### config.mk
export PLATFORM = sky130hd
export DESIGN_NAME = color_blob_centroid_detector_top
export DESIGN_NICKNAME = d
export VERILOG_FILES = /design/src/hdl/cbcd_pkg.sv /design/src/hdl/cbcd_front.sv /design/src/hdl/cbcd_queue.sv /design/src/hdl/cbcd_back.sv /design/src/hdl/cbcd_div.sv /design/src/hdl/color_blob_centroid_detector_top.sv
export SDC_FILE = /design/constraint.sdc
export NUM_CORES = 1
export LEC_CHECK = 0
export BUFFER_PORTS_ARGS = -buffer_cell sky130_fd_sc_hd__buf_2
export CAP_MARGIN = 5
export CORE_MARGIN = 8
export CORE_UTILIZATION = 25
export CTS_CLUSTER_DIAMETER = 30
export DETAILED_ROUTE_END_ITERATION = 10
export SLEW_MARGIN = 20
export SYNTH_ARGS = -nofsm -noshare
export SYNTH_HDL_FRONTEND = slang
export SYNTH_HIERARCHICAL = 1
export SYNTH_SLANG_ARGS = --single-unit
### constraint.sdc
create_clock -name clk -period 14.96 [get_ports clk]
set_input_delay 2.992 -clock clk [delete_from_list [all_inputs] [get_ports clk]]
set_output_delay 2.992 -clock clk [all_outputs]
set_load 0.01 [all_outputs]
### src/hdl/cbcd_pkg.sv
// ----------------------------------------------------------------------------
// cbcd_pkg: shared types and constants of the color blob centroid detector
// Field widths, register codes, reset values and the records passed between
// the front end, the pixel queue, the accumulator and the divider.
// ----------------------------------------------------------------------------
`timescale 1ns / 1ps
`default_nettype none
package cbcd_pkg;

  // largest frame the counters are allowed to cover
  localparam int MAX_WIDTH  = 640;
  localparam int MAX_HEIGHT = 480;

  // field widths
  localparam int PIX_W      = 8;
  localparam int COL_W      = 10;
  localparam int ROW_W      = 9;
  localparam int CNT_W      = 19;
  localparam int SUM_W      = 28;
  localparam int FRAC_W     = 4;
  localparam int DVD_W      = SUM_W + FRAC_W;
  localparam int CCOL_W     = 14;
  localparam int CROW_W     = 13;
  localparam int SIZE_W     = 13;
  localparam int STEP_W     = $clog2(DVD_W);

  // ports
  localparam int CFG_IDX_W   = 3;
  localparam int CFG_DATA_W  = 10;
  localparam int IN_TDATA_W  = 24;
  localparam int OUT_TDATA_W = 88;

  // pixel queue between front end and accumulator
  localparam int QUEUE_DEPTH = 4;

  // register reset values
  localparam logic [COL_W-1:0] FRAME_WIDTH_RST  = 10'd640;
  localparam logic [ROW_W-1:0] FRAME_HEIGHT_RST = 9'd480;
  localparam logic [PIX_W-1:0] RED_MIN_RST      = 8'd150;
  localparam logic [PIX_W-1:0] GREEN_LOW_RST    = 8'd40;
  localparam logic [PIX_W-1:0] GREEN_HIGH_RST   = 8'd160;
  localparam logic [PIX_W-1:0] BLUE_MAX_RST     = 8'd90;
  localparam logic [PIX_W-1:0] RG_MARGIN_RST    = 8'd40;

  // register indexes
  typedef enum logic [CFG_IDX_W-1:0] {
    CFG_FRAME_WIDTH  = 3'd0,
    CFG_FRAME_HEIGHT = 3'd1,
    CFG_RED_MIN      = 3'd2,
    CFG_GREEN_LOW    = 3'd3,
    CFG_GREEN_HIGH   = 3'd4,
    CFG_BLUE_MAX     = 3'd5,
    CFG_RG_MARGIN    = 3'd6
  } cfg_index_t;

  // one classified pixel
  typedef struct packed {
    logic             hit;
    logic [COL_W-1:0] col;
    logic [ROW_W-1:0] row;
    logic             frame_end;
  } pix_t;

  // accumulator snapshot at a frame end
  typedef struct packed {
    logic [CNT_W-1:0] count;
    logic [SUM_W-1:0] col_sum;
    logic [SUM_W-1:0] row_sum;
    logic [COL_W-1:0] min_col;
    logic [ROW_W-1:0] min_row;
    logic [COL_W-1:0] max_col;
    logic [ROW_W-1:0] max_row;
  } frame_t;

  // one frame result
  typedef struct packed {
    logic              found;
    logic [CNT_W-1:0]  match_count;
    logic [COL_W-1:0]  box_left;
    logic [ROW_W-1:0]  box_top;
    logic [COL_W-1:0]  box_right;
    logic [ROW_W-1:0]  box_bottom;
    logic [CCOL_W-1:0] centroid_col;
    logic [CROW_W-1:0] centroid_row;
  } result_t;

endpackage
`default_nettype wire

### src/hdl/cbcd_front.sv
// ----------------------------------------------------------------------------
// cbcd_front: pixel intake and color classification
// Holds the configuration registers, tracks column and row, tests each pixel
// against the orange thresholds and pushes the tagged pixel into the queue.
// ----------------------------------------------------------------------------
`timescale 1ns / 1ps
`default_nettype none
module cbcd_front (
  input  wire logic                             clk,
  input  wire logic                             rst_n,
  input  wire logic                             cfg_we,
  input  wire logic [cbcd_pkg::CFG_IDX_W-1:0]   cfg_index,
  input  wire logic [cbcd_pkg::CFG_DATA_W-1:0]  cfg_data,
  input  wire logic                             in_tvalid,
  output logic                                  in_tready,
  input  wire logic [cbcd_pkg::IN_TDATA_W-1:0]  in_tdata,   // red, green, blue
  input  wire logic                             q_full,
  output logic                                  push,
  output cbcd_pkg::pix_t                        push_entry
);

  localparam logic [cbcd_pkg::SIZE_W-1:0] MAXW = cbcd_pkg::SIZE_W'(cbcd_pkg::MAX_WIDTH);
  localparam logic [cbcd_pkg::SIZE_W-1:0] MAXH = cbcd_pkg::SIZE_W'(cbcd_pkg::MAX_HEIGHT);

  logic [cbcd_pkg::COL_W-1:0] frame_width_r;
  logic [cbcd_pkg::ROW_W-1:0] frame_height_r;
  logic [cbcd_pkg::PIX_W-1:0] red_min_r, green_low_r, green_high_r, blue_max_r, rg_margin_r;
  logic [cbcd_pkg::COL_W-1:0] col_r, col_nxt;
  logic [cbcd_pkg::ROW_W-1:0] row_r, row_nxt;

  logic [cbcd_pkg::PIX_W-1:0] red, green, blue;
  logic [cbcd_pkg::PIX_W:0]   green_plus_margin;
  logic [cbcd_pkg::COL_W-1:0] eff_width;
  logic [cbcd_pkg::ROW_W-1:0] eff_height;
  logic                       hit, row_end, frame_end;

  // configuration registers
  always_ff @(posedge clk) begin
    if (!rst_n) begin
      frame_width_r  <= cbcd_pkg::FRAME_WIDTH_RST;
      frame_height_r <= cbcd_pkg::FRAME_HEIGHT_RST;
      red_min_r      <= cbcd_pkg::RED_MIN_RST;
      green_low_r    <= cbcd_pkg::GREEN_LOW_RST;
      green_high_r   <= cbcd_pkg::GREEN_HIGH_RST;
      blue_max_r     <= cbcd_pkg::BLUE_MAX_RST;
      rg_margin_r    <= cbcd_pkg::RG_MARGIN_RST;
    end else if (cfg_we) begin
      unique case (cbcd_pkg::cfg_index_t'(cfg_index))
        cbcd_pkg::CFG_FRAME_WIDTH:  frame_width_r  <= cfg_data[cbcd_pkg::COL_W-1:0];
        cbcd_pkg::CFG_FRAME_HEIGHT: frame_height_r <= cfg_data[cbcd_pkg::ROW_W-1:0];
        cbcd_pkg::CFG_RED_MIN:      red_min_r      <= cfg_data[cbcd_pkg::PIX_W-1:0];
        cbcd_pkg::CFG_GREEN_LOW:    green_low_r    <= cfg_data[cbcd_pkg::PIX_W-1:0];
        cbcd_pkg::CFG_GREEN_HIGH:   green_high_r   <= cfg_data[cbcd_pkg::PIX_W-1:0];
        cbcd_pkg::CFG_BLUE_MAX:     blue_max_r     <= cfg_data[cbcd_pkg::PIX_W-1:0];
        cbcd_pkg::CFG_RG_MARGIN:    rg_margin_r    <= cfg_data[cbcd_pkg::PIX_W-1:0];
        default: ;
      endcase
    end
  end

  // color test
  always_comb begin
    red   = in_tdata[cbcd_pkg::PIX_W-1:0];
    green = in_tdata[2*cbcd_pkg::PIX_W-1:cbcd_pkg::PIX_W];
    blue  = in_tdata[3*cbcd_pkg::PIX_W-1:2*cbcd_pkg::PIX_W];
    green_plus_margin = {1'b0, green} + {1'b0, rg_margin_r};
    hit = (red > red_min_r) && (green > green_low_r) && (green < green_high_r) &&
          (blue < blue_max_r) && ({1'b0, red} > green_plus_margin) && (green > blue);
  end

  // effective frame size, clamped to 1..max
  always_comb begin
    if (frame_width_r == '0) begin
      eff_width = cbcd_pkg::COL_W'(1);
    end else if ({{(cbcd_pkg::SIZE_W-cbcd_pkg::COL_W){1'b0}}, frame_width_r} > MAXW) begin
      eff_width = MAXW[cbcd_pkg::COL_W-1:0];
    end else begin
      eff_width = frame_width_r;
    end
    if (frame_height_r == '0) begin
      eff_height = cbcd_pkg::ROW_W'(1);
    end else if ({{(cbcd_pkg::SIZE_W-cbcd_pkg::ROW_W){1'b0}}, frame_height_r} > MAXH) begin
      eff_height = MAXH[cbcd_pkg::ROW_W-1:0];
    end else begin
      eff_height = frame_height_r;
    end
  end

  // raster position and end of row / frame
  always_comb begin
    row_end   = ({1'b0, col_r} + (cbcd_pkg::COL_W+1)'(1)) >= {1'b0, eff_width};
    frame_end = row_end &&
                (({1'b0, row_r} + (cbcd_pkg::ROW_W+1)'(1)) >= {1'b0, eff_height});
    if (row_end) begin
      col_nxt = '0;
      row_nxt = frame_end ? '0 : row_r + cbcd_pkg::ROW_W'(1);
    end else begin
      col_nxt = col_r + cbcd_pkg::COL_W'(1);
      row_nxt = row_r;
    end
  end

  always_ff @(posedge clk) begin
    if (!rst_n) begin
      col_r <= '0;
      row_r <= '0;
    end else if (push) begin
      col_r <= col_nxt;
      row_r <= row_nxt;
    end
  end

  // queue side
  assign in_tready            = !q_full;
  assign push                 = in_tvalid && !q_full;
  assign push_entry.hit       = hit;
  assign push_entry.col       = col_r;
  assign push_entry.row       = row_r;
  assign push_entry.frame_end = frame_end;

endmodule
`default_nettype wire

### src/hdl/cbcd_queue.sv
// ----------------------------------------------------------------------------
// cbcd_queue: short pixel queue
// Decouples pixel intake from the accumulator so either side may stall.
// ----------------------------------------------------------------------------
`timescale 1ns / 1ps
`default_nettype none
module cbcd_queue #(
  parameter int DEPTH = cbcd_pkg::QUEUE_DEPTH
) (
  input  wire logic           clk,
  input  wire logic           rst_n,
  input  wire logic           push,
  input  wire cbcd_pkg::pix_t push_entry,
  input  wire logic           pop,
  output logic                q_valid,
  output logic                q_full,
  output cbcd_pkg::pix_t      q_entry
);

  localparam int PTR_W = (DEPTH > 1) ? $clog2(DEPTH) : 1;
  localparam int CNT_W = $clog2(DEPTH + 1);

  cbcd_pkg::pix_t     mem_r [DEPTH];
  logic [PTR_W-1:0]   wr_ptr_r, rd_ptr_r;
  logic [CNT_W-1:0]   fill_r;

  // storage
  always_ff @(posedge clk) begin
    if (push) begin
      mem_r[wr_ptr_r] <= push_entry;
    end
  end

  // pointers and fill level
  always_ff @(posedge clk) begin
    if (!rst_n) begin
      wr_ptr_r <= '0;
      rd_ptr_r <= '0;
      fill_r   <= '0;
    end else begin
      if (push) begin
        wr_ptr_r <= (wr_ptr_r == PTR_W'(DEPTH - 1)) ? '0 : wr_ptr_r + PTR_W'(1);
      end
      if (pop) begin
        rd_ptr_r <= (rd_ptr_r == PTR_W'(DEPTH - 1)) ? '0 : rd_ptr_r + PTR_W'(1);
      end
      if (push && !pop) begin
        fill_r <= fill_r + CNT_W'(1);
      end else if (pop && !push) begin
        fill_r <= fill_r - CNT_W'(1);
      end
    end
  end

  assign q_valid = (fill_r != '0);
  assign q_full  = (fill_r == CNT_W'(DEPTH));
  assign q_entry = mem_r[rd_ptr_r];

endmodule
`default_nettype wire

### src/hdl/cbcd_back.sv
// ----------------------------------------------------------------------------
// cbcd_back: blob accumulator
// Adds matching pixels to count, coordinate sums and bounding box; at a frame
// end hands the totals to the divider and clears for the next frame.
// ----------------------------------------------------------------------------
`timescale 1ns / 1ps
`default_nettype none
module cbcd_back (
  input  wire logic           clk,
  input  wire logic           rst_n,
  input  wire logic           q_valid,
  input  wire cbcd_pkg::pix_t q_entry,
  output logic                pop,
  input  wire logic           div_ready,
  output logic                div_start,
  output cbcd_pkg::frame_t    div_frame
);

  cbcd_pkg::frame_t acc_r, acc_nxt;

  // accumulator update for the pixel at the queue head
  always_comb begin
    acc_nxt = acc_r;
    if (q_entry.hit) begin
      acc_nxt.count   = acc_r.count + cbcd_pkg::CNT_W'(1);
      acc_nxt.col_sum = acc_r.col_sum +
                        {{(cbcd_pkg::SUM_W-cbcd_pkg::COL_W){1'b0}}, q_entry.col};
      acc_nxt.row_sum = acc_r.row_sum +
                        {{(cbcd_pkg::SUM_W-cbcd_pkg::ROW_W){1'b0}}, q_entry.row};
      if (q_entry.col < acc_r.min_col) acc_nxt.min_col = q_entry.col;
      if (q_entry.col > acc_r.max_col) acc_nxt.max_col = q_entry.col;
      if (q_entry.row < acc_r.min_row) acc_nxt.min_row = q_entry.row;
      if (q_entry.row > acc_r.max_row) acc_nxt.max_row = q_entry.row;
    end
  end

  // a frame end waits for the divider
  assign pop       = q_valid && (!q_entry.frame_end || div_ready);
  assign div_start = pop && q_entry.frame_end;
  assign div_frame = acc_nxt;

  always_ff @(posedge clk) begin
    if (!rst_n || div_start) begin
      acc_r.count   <= '0;
      acc_r.col_sum <= '0;
      acc_r.row_sum <= '0;
      acc_r.min_col <= '1;
      acc_r.min_row <= '1;
      acc_r.max_col <= '0;
      acc_r.max_row <= '0;
    end else if (pop) begin
      acc_r <= acc_nxt;
    end
  end

endmodule
`default_nettype wire

### src/hdl/cbcd_div.sv
// ----------------------------------------------------------------------------
// cbcd_div: centroid divider and result register
// Two restoring dividers, one quotient bit per cycle, work out the column and
// row means with four fraction bits; the result register feeds the output.
// ----------------------------------------------------------------------------
`timescale 1ns / 1ps
`default_nettype none
module cbcd_div (
  input  wire logic             clk,
  input  wire logic             rst_n,
  input  wire logic             start,
  input  wire cbcd_pkg::frame_t frame,
  output logic                  ready,
  input  wire logic             out_tready,
  output logic                  out_valid,
  output cbcd_pkg::result_t     out_result
);

  typedef enum logic [1:0] {
    ST_IDLE,
    ST_RUN,
    ST_HOLD
  } state_t;

  state_t                          state_r;
  logic [cbcd_pkg::STEP_W-1:0]     step_r;
  logic [cbcd_pkg::CNT_W-1:0]      dsr_r;
  logic [cbcd_pkg::CNT_W-1:0]      rem_c_r, rem_r_r;
  logic [cbcd_pkg::DVD_W-1:0]      dvd_c_r, dvd_r_r;
  logic                            found_r;
  logic [cbcd_pkg::COL_W-1:0]      left_r, right_r;
  logic [cbcd_pkg::ROW_W-1:0]      top_r, bottom_r;
  logic                            out_valid_r;
  cbcd_pkg::result_t               out_res_r;

  logic [cbcd_pkg::CNT_W:0]        sh_c, sh_r;
  logic [cbcd_pkg::CNT_W+1:0]      diff_c, diff_r;
  logic                            q_c, q_r;
  logic                            zero_frame;

  // one restoring step for each divider
  always_comb begin
    sh_c   = {rem_c_r, dvd_c_r[cbcd_pkg::DVD_W-1]};
    sh_r   = {rem_r_r, dvd_r_r[cbcd_pkg::DVD_W-1]};
    diff_c = {1'b0, sh_c} - {2'b00, dsr_r};
    diff_r = {1'b0, sh_r} - {2'b00, dsr_r};
    q_c    = !diff_c[cbcd_pkg::CNT_W+1];
    q_r    = !diff_r[cbcd_pkg::CNT_W+1];
  end

  assign zero_frame = (frame.count == '0);
  assign ready      = (state_r == ST_IDLE);

  // sequencer, dividers and result register
  always_ff @(posedge clk) begin
    if (!rst_n) begin
      state_r     <= ST_IDLE;
      step_r      <= '0;
      out_valid_r <= 1'b0;
    end else begin
      // result taken and nothing new loaded this cycle
      if (out_valid_r && out_tready && state_r != ST_HOLD) begin
        out_valid_r <= 1'b0;
      end
      unique case (state_r)
        ST_IDLE: begin
          if (start) begin
            step_r   <= '0;
            dsr_r    <= frame.count;
            rem_c_r  <= '0;
            rem_r_r  <= '0;
            found_r  <= !zero_frame;
            if (zero_frame) begin
              dvd_c_r  <= '0;
              dvd_r_r  <= '0;
              left_r   <= '0;
              right_r  <= '0;
              top_r    <= '0;
              bottom_r <= '0;
              state_r  <= ST_HOLD;
            end else begin
              dvd_c_r  <= {frame.col_sum, {cbcd_pkg::FRAC_W{1'b0}}};
              dvd_r_r  <= {frame.row_sum, {cbcd_pkg::FRAC_W{1'b0}}};
              left_r   <= frame.min_col;
              right_r  <= frame.max_col;
              top_r    <= frame.min_row;
              bottom_r <= frame.max_row;
              state_r  <= ST_RUN;
            end
          end
        end
        ST_RUN: begin
          rem_c_r <= q_c ? diff_c[cbcd_pkg::CNT_W-1:0] : sh_c[cbcd_pkg::CNT_W-1:0];
          rem_r_r <= q_r ? diff_r[cbcd_pkg::CNT_W-1:0] : sh_r[cbcd_pkg::CNT_W-1:0];
          dvd_c_r <= {dvd_c_r[cbcd_pkg::DVD_W-2:0], q_c};
          dvd_r_r <= {dvd_r_r[cbcd_pkg::DVD_W-2:0], q_r};
          step_r  <= step_r + cbcd_pkg::STEP_W'(1);
          if (step_r == cbcd_pkg::STEP_W'(cbcd_pkg::DVD_W - 1)) begin
            state_r <= ST_HOLD;
          end
        end
        ST_HOLD: begin
          // load the result register once it is free
          if (!out_valid_r || out_tready) begin
            out_valid_r            <= 1'b1;
            out_res_r.found        <= found_r;
            out_res_r.match_count  <= found_r ? dsr_r : '0;
            out_res_r.box_left     <= left_r;
            out_res_r.box_top      <= top_r;
            out_res_r.box_right    <= right_r;
            out_res_r.box_bottom   <= bottom_r;
            out_res_r.centroid_col <= dvd_c_r[cbcd_pkg::CCOL_W-1:0];
            out_res_r.centroid_row <= dvd_r_r[cbcd_pkg::CROW_W-1:0];
            state_r                <= ST_IDLE;
          end
        end
        default: state_r <= ST_IDLE;
      endcase
    end
  end

  assign out_valid  = out_valid_r;
  assign out_result = out_res_r;

endmodule
`default_nettype wire

### src/hdl/color_blob_centroid_detector_top.sv
// ----------------------------------------------------------------------------
// color_blob_centroid_detector_top: orange blob count, box and centroid
// Classifies a raster RGB pixel stream and reports one result per frame.
// ----------------------------------------------------------------------------
//  channel  direction  handshake            payload
//  in_      slave      in_tvalid/in_tready  tdata: red, green, blue
//  out_     master     out_tvalid/tready    tuser: found; tdata: count, box, centroid
//  cfg_     write      cfg_we               cfg_index, cfg_data
//
//  one pixel per cycle while no frame end is pending in the accumulator
//  a frame end with matches holds the centroid divider through load, 32 quotient
//  bits and result load, an empty frame through load and result load; a second frame end
//  meanwhile waits at the queue head, the 4-entry queue fills, in_tready drops
//  synchronous active-low reset clears counters, accumulators and registers;
//  out_tready low only holds the result register and, later, the divider
// ----------------------------------------------------------------------------
`timescale 1ns / 1ps
`default_nettype none
module color_blob_centroid_detector_top (
  input  wire logic                              clk,
  input  wire logic                              rst_n,
  input  wire logic                              cfg_we,
  input  wire logic [cbcd_pkg::CFG_IDX_W-1:0]    cfg_index,
  input  wire logic [cbcd_pkg::CFG_DATA_W-1:0]   cfg_data,
  input  wire logic                              in_tvalid,
  output logic                                   in_tready,
  // red [7:0], green [15:8], blue [23:16]
  input  wire logic [cbcd_pkg::IN_TDATA_W-1:0]   in_tdata,
  output logic                                   out_tvalid,
  input  wire logic                              out_tready,
  // match_count [18:0], box_left [28:19], box_top [37:29], box_right [47:38],
  // box_bottom [56:48], centroid_col [70:57], centroid_row [83:71], zeros above
  output logic [cbcd_pkg::OUT_TDATA_W-1:0]       out_tdata,
  // found [0]
  output logic                                   out_tuser
);

  localparam int PAYLOAD_W = $bits(cbcd_pkg::result_t) - 1;

  logic              q_full, q_valid, push, pop, div_ready, div_start;
  cbcd_pkg::pix_t    push_entry, q_entry;
  cbcd_pkg::frame_t  div_frame;
  cbcd_pkg::result_t result;

  cbcd_front u_front (
    .clk        (clk),
    .rst_n      (rst_n),
    .cfg_we     (cfg_we),
    .cfg_index  (cfg_index),
    .cfg_data   (cfg_data),
    .in_tvalid  (in_tvalid),
    .in_tready  (in_tready),
    .in_tdata   (in_tdata),
    .q_full     (q_full),
    .push       (push),
    .push_entry (push_entry)
  );

  cbcd_queue #(
    .DEPTH (cbcd_pkg::QUEUE_DEPTH)
  ) u_queue (
    .clk        (clk),
    .rst_n      (rst_n),
    .push       (push),
    .push_entry (push_entry),
    .pop        (pop),
    .q_valid    (q_valid),
    .q_full     (q_full),
    .q_entry    (q_entry)
  );

  cbcd_back u_back (
    .clk       (clk),
    .rst_n     (rst_n),
    .q_valid   (q_valid),
    .q_entry   (q_entry),
    .pop       (pop),
    .div_ready (div_ready),
    .div_start (div_start),
    .div_frame (div_frame)
  );

  cbcd_div u_div (
    .clk        (clk),
    .rst_n      (rst_n),
    .start      (div_start),
    .frame      (div_frame),
    .ready      (div_ready),
    .out_tready (out_tready),
    .out_valid  (out_tvalid),
    .out_result (result)
  );

  // result packing, count in the lowest bits
  assign out_tuser = result.found;
  assign out_tdata = {{(cbcd_pkg::OUT_TDATA_W-PAYLOAD_W){1'b0}},
                      result.centroid_row, result.centroid_col,
                      result.box_bottom, result.box_right,
                      result.box_top, result.box_left, result.match_count};

  // checks
  a_empty_is_zero: assert property (@(posedge clk) disable iff (!rst_n)
    out_tvalid && !out_tuser |-> out_tdata == '0)
    else $error("empty frame result carries nonzero data");

  a_found_box: assert property (@(posedge clk) disable iff (!rst_n)
    out_tvalid && out_tuser |-> result.match_count != '0 &&
      result.box_left <= result.box_right && result.box_top <= result.box_bottom)
    else $error("found result with empty count or inverted box");

  a_reset_quiet: assert property (@(posedge clk)
    !rst_n |=> !out_tvalid)
    else $error("result valid right after reset");

endmodule
`default_nettype wire

# After elaboration in Yosys (flattened, before gate mapping)
# Memory sizes are Yosys's and may differ from the RTL's. A register that Yosys moved wholly into a read port is not among the register bits.
# Index checks and enable logic that the tools add are counted.
[totals]
regBits = 451
ramBits = 84
in_bits = 42
word_cells = 172
n_memories = 1
[op_classes]
addsub = 15
order_cmp = 14
n_eq_ne = 16
n_mux = 40
reduce_logical = 46
[memory_table]
columns = ["name", "words", "width", "read_ports", "rd_clocked_by_memory_dff", "write_ports", "line_no", "rtl"]
rows = [
  ["u_queue.mem_r", 4, 21, 1, 1, 1, "cbcd_queue.sv:23", "cbcd_pkg::pix_t mem_r [DEPTH];"],
]
[ops]
columns = ["operator", "n"]
rows = [
  ["32-bit two-way mux", 4],
  ["32-bit one-hot mux with 2 select lines", 2],
  ["113-bit two-way mux", 1],
  ["19-bit one-hot mux with 2 select lines", 2],
  ["19-bit two-way mux", 3],
  ["10-bit two-way mux", 5],
  ["9-bit two-way mux", 5],
  ["20-bit by 19-bit subtractor with 21-bit output", 2],
  ["28-bit by 10-bit adder with 28-bit output", 1],
  ["28-bit by 9-bit adder with 28-bit output", 1],
  ["8-bit greater-than comparator", 3],
  ["19-bit by 1-bit adder with 19-bit output (second input constant)", 1],
  ["19-bit logical NOT", 1],
  ["2-bit AND reduction", 9],
  ["8-bit less-than comparator", 2],
  ["2-bit two-way mux", 8],
  ["1-bit logical AND", 13],
  ["3-bit == test (second input constant)", 4],
  ["3-bit AND reduction", 4],
  ["10-bit by 1-bit adder with 11-bit output (second input constant)", 1],
  ["11-bit by 10-bit >= comparator with 1-bit output", 1],
  ["10-bit by 1-bit adder with 10-bit output (second input constant)", 1],
  ["9-bit by 1-bit adder with 10-bit output (second input constant)", 1],
  ["10-bit by 9-bit >= comparator with 1-bit output", 1],
  ["33 further kinds", 55],
]

# Depth between registers and ports, before layout
[logic_depth]
ltp_word = 7
depth_mapped = 17
depth_no_buf = 14

# Modules after synthesis
# Netlist, hierarchy kept.
[by_module_without_submodules]
columns = ["module", "n_inst", "cells_each", "area_each_um2", "seq_area_each_um2"]
rows = [
  ["cbcd_div", 1, 944, 11544.8, 7517.2],
  ["cbcd_back", 1, 1000, 7820.0, 2262.2],
  ["cbcd_front", 1, 655, 5185.0, 1561.5],
  ["cbcd_queue", 1, 153, 3490.8, 2702.6],
  ["color_blob_centroid_detector_top", 1, 5, 33.8, 0.0],
]

# Worst setup path after synthesis
# No wires, ideal clock.
[synth_path]
path_kind = "input to register"
start = "in rst_n"
end = "reg u_div/bottom_r[0] in the netlist's numbering (enable)"
setup_ns = 0.641
arrival_time_ns = 9.180
setup_slack_ns = 5.138
stages = 2
n_path_buf = 0
cell_sequence = "inv_1 > nor4b_1"
[synth_between]
elab_chain_cells = 1
[synth_rtl]
columns = ["element", "line_no", "rtl"]
rows = [
  ["from (decl)", "color_blob_centroid_detector_top.sv:21", "input wire logic rst_n,"],
  ["3-bit AND reduction (no line)", "-", ""],
  ["to (signal assigned)", "cbcd_div.sv:87", "bottom_r <= frame.max_row;"],
  ["to (decl)", "cbcd_div.sv:32", "logic [cbcd_pkg::ROW_W-1:0] top_r, bottom_r;"],
]
# Every way passes these cells.
# A chain may end at the register's enable or synchronous reset.

==> run metrics <==
Die X 351 um; Max-slew headroom 0.270; FP Rows 123; Syn Inst Count 2,757; hold-critical path depth 0; Worst Setup End Kind flop; hold path start u_div/right_r[6]; WL/cell 15.7 um; Final Hold Fails 0; drt first pass iters 7; EDFF count, synth 329; I/O Pins 133; Die ar. 123,000 sq um; RSZ-0062 raised after global routing false; Placer Congestion 0.903; H-tree Lvls 3; worst hold path type flop to flop; CP Max Fanout 5; clock slew at reported path FFs 50 ps; routed via count 20,606; Clock Latency Late Sink 660 ps; WP data required 15,390 ps; Max Slew Vio Count 0; first-pass GRT wire length 110,000 um; Final WS setup 9570 ps; critical path arrival 5820 ps; Worst Path Class, Setup primary input to flop; CP cell instances buf_2 -> ha_1 -> a21o_1 -> a21oi_1 -> o21ai_0 -> o41ai_1 -> xor2_1 -> ha_1 -> nand4_1 -> o21ai_0 -> nor2_1 -> nand4_1 -> nor4_1 -> and4_1; Post-DRT Antenna Nets 0; LEAKAGE 12.9 nW; Port Buffers 128; vias in the first global route 20,107; Detailed Place HPWL 48,600 um; Ys Warns 6; FF-to-FF End u_div/state_r[1]; Max clock buf depth 3; CTS buffer count 104; largest net degree at the start of global routing 99; Yosys top cell by area edfxtp_1; Max rail drop VDD 0.147 mV; Synth area leaders edfxtp_1 35%, dfxtp_1 15%, ha_1 7.9%; Tot Pwr 6.59 mW; Post-Route WL 70,600 um; clock sinks 537; DRC 0; Via-to-Cell Ratio 4.60; TNS Setup 0 ps; Setup Viol. Count Final 0; Setup Buffers After CTS 0; min Tclk post-route 5390 ps; GRT overflow 0; Hold-fix buffers, CTS 0; slowest stage cell, crit path and4_1; post-synth top area share 0.352; Synth cell types 99; status finished clean; Seq/Total Area, Yosys 0.500; buffers and inverters on the worst path 1; Worst Tran Pin Value 1100 ps; Nets 3,117; mapped cell area 28,100 sq um; R2R depth 14; reg2reg setup slack 10,080 ps; Chip Height 351 um; Detailed Route Iter0 Violations 1,269; f_max 185 MHz; Place WS 9020 ps; share of layout cells above drive strength 1 0.144; clk_skew 57.1 ps; crit start category primary input; Mean Syn Cell Area 10.2 sq um; initial antenna violation count 4; CTS tree built; ys flop type edfxtp_1; root buffer cell clkbuf_16; Post-CTS Resized 0; Min-Delay Endpoint u_div/out_result[42]; ys async rst share 0; peak per-stage delay on the critical path 370 ps; #FFs+latches synth 537; core footprint 112,000 sq um; Max-Cap Viols 0; CP top delay family compound AO/OA/AOI/OAI gates; Power Density 194 nW/um^2; final worst path period share 0.361; total track usage 0.111; Initial Util 0.251; area grow syn2layout 20.7%
## logic make-up after synthesis
family          synth area share
compound gates             0.126
xor+xnor                  0.0487
fa+ha+maj                 0.0832
buf+inv                   0.0366
flops                      0.500
mux                       0.0363
other cells             0.000134
simple gates               0.169
## flip-flops by register name (all words and copies together), names as in the netlist, 9 cells and up, named ones only
name                    flops
u_front/col_r              10
u_back/acc_r              113
u_div/right_r              10
u_div/rem_c_r              19
u_front/frame_width_r      10
u_front/frame_height_r      9
u_div/top_r                 9
u_div/bottom_r              9
u_div/rem_r_r              19
u_front/row_r               9
u_div/dvd_r_r              32
u_queue/mem_r              84
u_div/out_result           85
u_div/dsr_r                19
u_div/dvd_c_r              32
u_div/left_r               10
## layout make-up
type,count,area [sq um]
diodes,2,5.00
clock buffers,113,2700
clock inverters,83,946
fillers,11517,78000
inverters,130,488
multi-input cells,1976,13100
flip-flops and latches,537,14000
well taps,1500,1880
repair buffers,143,757
## layer usage
metal  global-route usage  wire [um]  vias up
met1                0.146      32400     9712
met3               0.0241       4180      168
met2                0.176      31400      519
met5                    0         23        -
met4               0.0444       2510        4
li1                     -          -    10203
## worst register-to-register path, cell delays in order, from the launching register on
cell and delay [ps]:
dfxtp_1 980, mux4_2 560, and4_1 300, and3_1 270, nand3_1 280, nor2_1 200
xor2_1 90, or3_1 420, nor3_4 180, buf_4 460, inv_2 450, nor3b_1 290
a21oi_1 60, o22ai_1 160, and2_1 130
## synth_stat cells (47+ instances only)
| cell type | n |
|---|---|
| a21oi_1 | 164 |
| and2_1 | 81 |
| clkbuf_1 | 73 |
| dfxtp_1 | 208 |
| edfxtp_1 | 329 |
| ha_1 | 177 |
| inv_1 | 127 |
| nand2_1 | 436 |
| nand3_1 | 80 |
| nor2_1 | 166 |
| nor3_1 | 47 |
| o21ai_0 | 148 |
| xnor2_1 | 86 |
| xor2_1 | 70 |
## cells in the final DEF, fill, tap and decap left out, types with 23 or more instances in the layout
| cell type | netlist | layout |
|---|---|---|
| a21oi_1 | 164 | 164 |
| a211oi_1 | 34 | 33 |
| o211ai_1 | 30 | 30 |
| and2_1 | 81 | 78 |
| buf_2 | 23 | 128 |
| mux2_2 | 25 | 25 |
| nand2_1 | 436 | 435 |
| ha_1 | 177 | 177 |
| nand3_1 | 80 | 80 |
| inv_1 | 127 | 127 |
| xnor2_1 | 86 | 86 |
| a21o_1 | 37 | 37 |
| nor2b_1 | 24 | 23 |
| mux2i_1 | 26 | 26 |
| nand4_1 | 37 | 37 |
| dfxtp_1 | 208 | 208 |
| clkbuf_16 | 0 | 104 |
| nor3_1 | 47 | 46 |
| nor2_1 | 166 | 165 |
| nand2b_1 | 27 | 26 |
| o21ai_0 | 148 | 148 |
| edfxtp_1 | 329 | 329 |
| xor2_1 | 70 | 70 |
## how the worst max path moves through the flow
stage	from	to	slack, ps	depth (start not counted)
floorplan	rst_n	u_div/bottom_r[0]	5140	2
global placement	in_tdata[9]	u_queue/mem_r[0][20]	9080	14
detailed placement	in_tdata[8]	u_queue/mem_r[1][20]	9020	14
CTS	in_tdata[8]	u_queue/mem_r[0][20]	9690	14
global route	in_tdata[8]	u_queue/mem_r[0][20]	9490	14
finish	in_tdata[9]	u_queue/mem_r[0][20]	9570	14
## power breakdown
group | leakage [nW] | switching (mW) | internal, mW
logic | 6.37 | 1.39 | 0.747
registers | 4.78 | 0.148 | 1.94
clock network | 1.74 | 0.856 | 1.51
total | 12.9 | 2.39 | 4.20
## through the flow
step	hold WS (ps)	instances	cell area [sq um]	util
final	405	4484	33900	0.303
after global routing	426	4483	33900	0.303
after CTS	403	4482	33900	0.303
after detailed placement	405	4286	30200	0.270
after global placement	405	4286	30200	0.270
after floorplan	400	2760	28100	-
Note: power is estimated with default switching activity, not from simulation.
